$ cat src/msce_pkg.sv
// ----------------------------------------------------------------------------
// msce_pkg
// Shared types, mode codes and CRC constants for the multi-standard CRC
// engine.
// ----------------------------------------------------------------------------
package msce_pkg;

  typedef logic [1:0] crc_mode_t;

  // Mode codes; the unused code runs as CRC-32
  localparam crc_mode_t MODE_CRC32 = 2'd0;
  localparam crc_mode_t MODE_CRC16 = 2'd1;
  localparam crc_mode_t MODE_CRC7  = 2'd2;
  localparam crc_mode_t MODE_SPARE = 2'd3;

  localparam int unsigned CRC_W  = 32;
  localparam int unsigned BYTE_W = 8;

  localparam logic [31:0] POLY_CRC32 = 32'hEDB8_8320;
  localparam logic [15:0] POLY_CRC16 = 16'hA001;
  localparam logic [7:0]  POLY_CRC7  = 8'h12;      // 0x09 held left-aligned
  localparam logic [31:0] ALL_ONES   = 32'hFFFF_FFFF;
  localparam logic [31:0] SEED_ZERO  = 32'h0000_0000;

  // Fold the unused code onto CRC-32
  function automatic crc_mode_t eff_mode(input crc_mode_t mode);
    crc_mode_t m;
    m = (mode == MODE_SPARE) ? MODE_CRC32 : mode;
    return m;
  endfunction

  // Seed of a mode
  function automatic logic [31:0] seed_of(input crc_mode_t mode);
    logic [31:0] s;
    s = (eff_mode(mode) == MODE_CRC32) ? ALL_ONES : SEED_ZERO;
    return s;
  endfunction

endpackage

$ cat src/msce_fold.sv
// ----------------------------------------------------------------------------
// msce_fold
// Folds one message byte into the running CRC for the selected mode and
// forms the finished checksum that would go out if the byte is the last.
// ----------------------------------------------------------------------------
module msce_fold import msce_pkg::*; (
  input  crc_mode_t          mode,
  input  logic [CRC_W-1:0]   crc_in,
  input  logic [BYTE_W-1:0]  data_in,
  output logic [CRC_W-1:0]   crc_out,
  output logic [CRC_W-1:0]   result
);

  logic [31:0] r32;
  logic [15:0] r16;
  logic [7:0]  r7;

  // Reflected CRC-32: eight bit steps, LSB first
  always_comb begin
    r32 = crc_in ^ {24'h0, data_in};
    for (int i = 0; i < 8; i++) begin
      r32 = r32[0] ? ((r32 >> 1) ^ POLY_CRC32) : (r32 >> 1);
    end
  end

  // Reflected CRC-16: eight bit steps, LSB first
  always_comb begin
    r16 = crc_in[15:0] ^ {8'h0, data_in};
    for (int i = 0; i < 8; i++) begin
      r16 = r16[0] ? ((r16 >> 1) ^ POLY_CRC16) : (r16 >> 1);
    end
  end

  // CRC-7 held left-aligned in a byte: eight bit steps, MSB first
  always_comb begin
    r7 = crc_in[7:0] ^ data_in;
    for (int i = 0; i < 8; i++) begin
      r7 = r7[7] ? ((r7 << 1) ^ POLY_CRC7) : (r7 << 1);
    end
  end

  // Pick the mode's new register and finished value
  always_comb begin
    unique case (eff_mode(mode))
      MODE_CRC16: begin
        crc_out = {16'h0, r16};
        result  = {16'h0, r16};
      end
      MODE_CRC7: begin
        crc_out = {24'h0, r7};
        result  = {25'h0, r7[7:1]};
      end
      default: begin
        crc_out = r32;
        result  = r32 ^ ALL_ONES;
      end
    endcase
  end

endmodule

$ cat src/multi_standard_crc_engine.sv
// ----------------------------------------------------------------------------
// multi_standard_crc_engine
// Byte-wide CRC engine for CRC-32/ISO-HDLC, CRC-16/ARC and CRC-7/MMC.
// ----------------------------------------------------------------------------
// Path: a last beat passes the input register, then the result register,
//   before its checksum shows on the output.
// Throughput: one byte per cycle while the result register can take a checksum; the byte fold is one pass of XOR logic
//   between the input register and the running CRC register.
// Reset: mode returns to CRC-32, the CRC register takes the CRC-32 seed and
//   both stages empty. A mode write reseeds the CRC register.
module multi_standard_crc_engine import msce_pkg::*; (
  input  logic              clk,
  input  logic              rst,
  input  logic              cfg_wr_en,
  input  logic [1:0]        cfg_wr_data,
  input  logic              in_valid,
  output logic              in_ready,
  input  logic [7:0]        data_byte,
  input  logic              last_byte,
  output logic              out_valid,
  input  logic              out_ready,
  output logic [31:0]       crc_value
);

  crc_mode_t          crc_mode;
  logic [CRC_W-1:0]   crc_reg;
  logic               s1_valid;
  logic [BYTE_W-1:0]  s1_byte;
  logic               s1_last;
  logic               advance;
  logic [CRC_W-1:0]   fold_crc;
  logic [CRC_W-1:0]   fold_result;

  // Move the held beat on unless it finishes a message while the output is full and not taken
  assign advance  = s1_valid && (!s1_last || !out_valid || out_ready);
  assign in_ready = !s1_valid || advance;

  msce_fold u_fold (
    .mode    (crc_mode),
    .crc_in  (crc_reg),
    .data_in (s1_byte),
    .crc_out (fold_crc),
    .result  (fold_result)
  );

  // Input register
  always_ff @(posedge clk) begin
    if (rst) begin
      s1_valid <= 1'b0;
    end else if (in_ready) begin
      s1_valid <= in_valid;
    end
  end

  always_ff @(posedge clk) begin
    if (in_valid && in_ready) begin
      s1_byte <= data_byte;
      s1_last <= last_byte;
    end
  end

  // Mode register and running CRC; reseed on mode write or message end
  always_ff @(posedge clk) begin
    if (rst) begin
      crc_mode <= MODE_CRC32;
      crc_reg  <= seed_of(MODE_CRC32);
    end else if (cfg_wr_en) begin
      crc_mode <= cfg_wr_data;
      crc_reg  <= seed_of(cfg_wr_data);
    end else if (advance) begin
      crc_reg  <= s1_last ? seed_of(crc_mode) : fold_crc;
    end
  end

  // Result register
  always_ff @(posedge clk) begin
    if (rst) begin
      out_valid <= 1'b0;
    end else if (advance && s1_last) begin
      out_valid <= 1'b1;
    end else if (out_ready) begin
      out_valid <= 1'b0;
    end
  end

  always_ff @(posedge clk) begin
    if (advance && s1_last) begin
      crc_value <= fold_result;
    end
  end

  // A held beat that cannot move stays held
  assert property (@(posedge clk) disable iff (rst)
    (s1_valid && !advance) |=> s1_valid)
    else $error("held input beat lost");

  // A finished message always reaches the result register
  assert property (@(posedge clk) disable iff (rst)
    (advance && s1_last) |=> out_valid)
    else $error("finished checksum not presented");

  // The register reseeds after a message end
  assert property (@(posedge clk) disable iff (rst)
    (advance && s1_last && !cfg_wr_en) |=> (crc_reg == seed_of(crc_mode)))
    else $error("CRC register not reseeded");

  // Narrow modes keep the upper register bits clear
  assert property (@(posedge clk) disable iff (rst)
    (crc_mode == MODE_CRC16) |-> (crc_reg[31:16] == 16'h0))
    else $error("CRC-16 register overflow");

  assert property (@(posedge clk) disable iff (rst)
    (crc_mode == MODE_CRC7) |-> (crc_reg[31:8] == 24'h0))
    else $error("CRC-7 register overflow");

endmodule

$ cat config.mk
export PLATFORM = sky130hd
export DESIGN_NAME = multi_standard_crc_engine
export DESIGN_NICKNAME = d
export VERILOG_FILES = /design/src/msce_pkg.sv /design/src/msce_fold.sv /design/src/multi_standard_crc_engine.sv
export SDC_FILE = /design/constraint.sdc
export NUM_CORES = 1
export LEC_CHECK = 0
export ABC_CLOCK_PERIOD_IN_PS = 3000
export CAP_MARGIN = 25
export CORE_MARGIN = 5
export CORE_UTILIZATION = 56
export CTS_BUF_LIST = sky130_fd_sc_hd__clkbuf_4 sky130_fd_sc_hd__clkbuf_8
export DETAILED_ROUTE_END_ITERATION = 12
export DONT_BUFFER_PORTS = 1
export PLACE_DENSITY = 0.71
export SLEW_MARGIN = 10
export SYNTH_ARGS = -nofsm -noshare
export SYNTH_HDL_FRONTEND = slang
export SYNTH_SLANG_ARGS = --single-unit
export TNS_END_PERCENT = 5
$ cat constraint.sdc
create_clock -name clk -period 3 [get_ports clk]
set_clock_uncertainty 0.1 [all_clocks]
set_input_delay 0.3 -clock clk [delete_from_list [all_inputs] [get_ports clk]]
set_output_delay 0.3 -clock clk [all_outputs]
set_load 0.02 [all_outputs]
# Word level (Yosys, flattened, before mapping)
# Cells that the tools add are included.
[totals]
reg_bits = 77
input_bits = 16
[op_classes]
n_eq_ne = 4
muxes = 35
bitwise = 28
reduce_logical = 13
[ops]
columns = ["operator", "count"]
rows = [
  ["2-to-1 mux 32 bit", 13],
  ["2-to-1 mux 16 bit", 8],
  ["one-hot mux 32 bit (2 select lines)", 2],
  ["inverter 13 -> 14 bit", 8],
  ["2-to-1 mux 5 bit", 8],
  ["inverter 32 bit", 1],
  ["bitwise XOR 32 x 8 -> 32 bit", 1],
  ["inverter 2 -> 3 bit", 8],
  ["inverter 2 bit", 8],
  ["bitwise XOR 16 x 8 -> 16 bit", 1],
  ["bitwise XOR 8 bit", 1],
  ["== test 2 bit, second input constant", 3],
  ["zero test 2 bit", 2],
  ["2-to-1 mux 2 bit", 2],
  ["nonzero test 2 bit", 2],
  ["logical AND 1 bit", 3],
  ["zero test 1 bit", 3],
  ["logical OR 1 bit", 3],
  ["== test 2 x 1 -> 1 bit, second input constant", 1],
  ["2-to-1 mux 1 bit", 2],
]

# Longest topological paths before layout
[logic_depth]
ltp_word = 21
ltp_mapped = 9

# By module
# Synthesis repeated with hierarchy kept, for this count alone.
[hier_totals]
hier_cells = 423
area_unflattened_um2 = 4474.3
[by_module_without_submodules]
columns = ["mod", "n_inst", "cells_per_inst", "area_per_inst_um2"]
rows = [
  ["multi_standard_crc_engine", 1, 218, 2855.2],
  ["msce_fold", 1, 205, 1619.1],
]

# Least setup slack after synthesis
# OpenSTA, ideal clock, no wires.
[synth_path]
path_type = "reg-to-reg"
startpoint = "register s1_byte[5]"
endpoint = "register crc_value[0], data pin"
setup_ns = 0.265
t_arrival_ns = 2.165
setup_slack_ns = 0.470
stages_incl_launch_ff = 7
n_path_buf = 0
path_cell_list = "edfxtp_1 xnor2_1 xnor2_2 xnor3_2 xnor2_4 mux2i_1 or3_1"
[synth_between]
elab_chain_len = 11
[synth_rtl]
columns = ["element", "line", "source"]
rows = [
  ["start, declared", "multi_standard_crc_engine.sv:28", "logic [BYTE_W-1:0] s1_byte;"],
  ["start signal, assigned", "multi_standard_crc_engine.sv:57", "s1_byte <= data_byte;"],
  ["bitwise XOR 16 x 8 -> 16 bit *", "msce_fold.sv:28", "r16 = crc_in[15:0] ^ {8'h0, data_in};"],
  ["2-to-1 mux 16 bit * (4 in a row)", "msce_fold.sv:30", "r16 = r16[0] ? ((r16 >> 1) ^ POLY_CRC16) : (r16 >> 1);"],
  ["inverter 2 -> 3 bit (no line)", "-", ""],
  ["2-to-1 mux 16 bit * (4 in a row)", "msce_fold.sv:30", ""],
  ["one-hot mux 32 bit (2 select lines) *", "msce_fold.sv:44", "unique case (eff_mode(mode))"],
  ["via fold_result[0]", "multi_standard_crc_engine.sv:32", "logic [CRC_W-1:0] fold_result;"],
  ["end signal, assigned", "multi_standard_crc_engine.sv:88", "crc_value <= fold_result;"],
  ["end, declared", "multi_standard_crc_engine.sv:22", "output logic [31:0] crc_value"],
]
# The timed path passes the listed nets; every way through them passes the cells marked *.
# A chain may end at the register's enable or synchronous reset.

# Worst setup path in the final report
[layout_path]
startpoint = "register s1_byte[0]"
endpoint = "register crc_value[0], data pin"
[layout_between]
elab_chain_len = 10
[layout_rtl]
columns = ["element", "line"]
rows = [
  ["bitwise XOR 16 x 8 -> 16 bit", "msce_fold.sv:28"],
  ["2-to-1 mux 16 bit (8 in a row)", "msce_fold.sv:30"],
  ["one-hot mux 32 bit (2 select lines) *", "msce_fold.sv:44"],
  ["via fold_result[0]", "multi_standard_crc_engine.sv:32"],
]
# Marks and branches as above.

==> run_results.csv <==
group,metric,value,unit
detailed_routing,route.vias.total,3036,
sta,period_share,0.873,
power_and_ir_drop,p_leak,1.72,nW
critical_path,cp_slowest_cell,"xnor3_4",
floorplanning,die_h,95.6,µm
logic_synthesis,synth_compound_area_frac,0.159,
cts,cts_sinks,77,
floorplanning,start_util,0.569,
detailed_routing,drc,0,
floorplanning,core,7210,µm²
sta,worstMarginPinSlew,0.696,ns
cts,cts_tree,"done",
logic_synthesis,avgSynthCellArea,10.7,µm²
critical_path,critPathKind,"reg -> reg",
global_routing,antenna_found_initial,0,
logic_synthesis,synth_area_leaders,"edfxtp_1 30%, dfxtp_1 18%, xnor2_1 11%",
cts,numCtsBuffers,9,
critical_path,start_kind,"flip-flop",
logic_synthesis,syn_inst,385,
logic_synthesis,syn-num-nets,403,
sta,drv_slew,0,
placement,dpl_cell_area,4360,µm²
logic_synthesis,synthArstFlopShare,0,
logic_synthesis,synth_xor_area_frac,0.211,
sta,rsz0062_at_grt,"no",
logic_synthesis,yosysUniqueCellTypes,48,
logic_synthesis,yosysTopAreaCell,"edfxtp_1",
critical_path,end_kind,"flip-flop",
logic_synthesis,synth_top_family_by_area,"XOR/XNOR gates",
floorplanning,rows,31,
global_routing,grtUsageTotal,0.246,
global_routing,use_met3,0.0576,
sta,hold_viol,0,
detailed_routing,vias_per_cell,5.87,
cells_and_area,finalNonFillerCells,517,
cells_and_area,fill_cells,574,
placement,numPortBuffers,0,
critical_path,cp_max_fo,5,
critical_path,cp_cell_sequence,"xnor2_2 > xnor3_4 > xnor3_2 > xnor2_4 > mux2i_1 > or3_1",
global_routing,grt_pass1_vias,3085,
global_routing,grt_overflow,0,
cts,clk_path_buf_depth,2,
critical_path,cp.required,2.99,ns
cells_and_area,final_nets,432,
cts,cts_htree_levels,3,
global_routing,use_met1,0.335,
logic_synthesis,muxShareOfSynthArea,0.0146,
logic_synthesis,synth_edf_count,41,
logic_synthesis,yosysWarningCount,0,
global_routing,top_usage_layer,"met2",
sta,finalCriticalPeriod,2.62,ns
power_and_ir_drop,cellPowerDensity,915,nW/µm²
status,status,"complete, no violations",
floorplanning,ios,50,
global_routing,groute.layer.met2.usage,0.378,
logic_synthesis,netlist_area,4110,µm²
global_routing,grt_max_degree,23,
logic_synthesis,ys_ff_latch,77,
sta,fmax,382,MHz
sta,setup_viol,0,
cells_and_area,drive_gt1_frac,0.136,
critical_path,cpPeakStageDelay,0.53,ns
placement,dp_hpwl,7630,µm
logic_synthesis,synth-adder-area-share,0.00609,
global_routing,grt_pass1_wl,16400,µm
cells_and_area,seqCellArea,1950,µm²
placement,dpl.cell_count,491,
floorplanning,die-area,9150,µm²
min_path,hold_class,"in -> reg",
cells_and_area,syn_to_final_growth,14.5,%
sta,slew_headroom,0.533,
logic_synthesis,synthFlopType,"edfxtp_1",
cells_and_area,insertedDiodeCount,0,
cts,clk_latency,0.34,ns
detailed_routing,drtIter0Drc,218,
cts,cts_root_buf,"clkbuf_8",
detailed_routing,wl_per_cell,20.2,µm
logic_synthesis,yosys.area_share.simple,0.110,
placement,gp_congestion,0.968,
cells_and_area,multi_input_area,2060,µm²
detailed_routing,dr.pass1.iters,4,
cts,clk_transition_reported_paths,0.07,ns
logic_synthesis,synth_top_area_frac,0.300,
cells_and_area,stdcell_area,4700,µm²
detailed_routing,wl,10400,µm
sta,tns,0,ns
floorplanning,dieWidth,95.6,µm
critical_path,critPathArrivalTime,2.61,ns
job,cap_violations,0,
logic_synthesis,ys_seq_area_frac,0.475,
power_and_ir_drop,irDropWorstVdd,498,µV
detailed_routing,ant_nets,0,
logic make-up after synthesis:
kind of cell | count (synthesis)
adders and majority gates | 2
xor gates and xnor gates | 79
muxes | 6
AOI/OAI and AO/OA | 98
buffers and inverters | 26
DFF | 77
and+or+nand+nor | 97
routing by layer:
layer  up-vias  part of all wire  routed length (µm)
met5         -                 0                   0
met4         0             0.025                 257
met3        23             0.064                 666
met2       121              0.46                4830
met1      1476              0.45                4670
li1       1416                 -                   -
final cells by class:
class                   instances  area share
inverters                       7     0.00559
clock buffers                   9      0.0263
repair buffers                 37      0.0649
well taps                      99      0.0263
flip-flops and latches         77       0.415
multi-input cells             282       0.438
clock inverters                 6      0.0239
synthesized netlist by cell type (all sizes together), types with 6 or more instances:
cell type   n
a21oi      13
and2       17
clkbuf     17
dfxtp      36
edfxtp     41
inv         7
mux2i       6
nand2      39
nor2       22
o21a       14
o21ai      31
o22ai       6
xnor2      60
xor2       16
critical path, delay by kind of cell, from the launching register on:
| kind | cells | cell delay [ns] |
|---|---|---|
| flops | 1 | 0.45 |
| mux | 1 | 0.10 |
| xor+xnor | 4 | 1.42 |
| simple gates | 1 | 0.30 |
through the flow:
| stage | power [mW] | worst slack (ns) | hold slack [ns] | utilization |
|---|---|---|---|---|
| CTS | 4.31 | 0.391 | 0.000121 | 0.652 |
| global route | 4.52 | 0.277 | 0.0130 | 0.652 |
| global placement | 3.34 | 0.453 | 0.272 | 0.604 |
| floorplan | 2.92 | 0.470 | 0.269 | - |
| finish | 4.30 | 0.381 | 0.0126 | 0.652 |
| detailed placement | 3.37 | 0.413 | 0.276 | 0.604 |
cell usage in the layout (no fill, tap or decap), drive strengths merged, types with 2 or more instances in the layout:
cell / instances
o221ai: 5
edfxtp: 41
nand2: 39
nand2b: 3
o211ai: 4
nor2b: 4
or3: 2
bufinv: 3
nor2: 22
clkinv: 3
dlygate4sd3: 11
a21oi: 13
o21ai: 31
xor2: 16
o32ai: 2
o21a: 14
o31ai: 2
a2bb2oi: 5
inv: 7
clkbuf: 9
xnor3: 3
xnor2: 60
mux2i: 6
and2: 17
buf: 26
o221a: 2
dfxtp: 36
a31oi: 2
o22a: 2
ha: 2
nand3: 5
o22ai: 6
power by group:
| group | internal, mW | total (mW) | leakage [nW] | switching (mW) |
|---|---|---|---|---|
| clock network | 0.549 | 0.922 | 0.119 | 0.373 |
| registers | 1.34 | 1.50 | 0.683 | 0.161 |
| logic | 0.877 | 1.88 | 0.914 | 1.01 |
final timing paths:
path	from	end	slack, ns	cells past startpoint
worst max-delay path	s1_byte[0]	crc_value[0]	0.38	6
worst min-delay path	cfg_wr_en	crc_mode[1]	0.01	2
worst max register to register	s1_byte[0]	crc_value[0]	0.38	6
worst min register to register	crc_reg[19]	crc_reg[19]	0.39	1
what timing repair did:
| action | in CTS | in global routing |
|---|---|---|
| hold buffers | 11 | 0 |
| setup buffers | 0 | 0 |
| hold endpoints to repair | 14 | 0 |
| gates resized for setup | 0 | 0 |
Note: power is estimated with default switching activity, not from simulation.
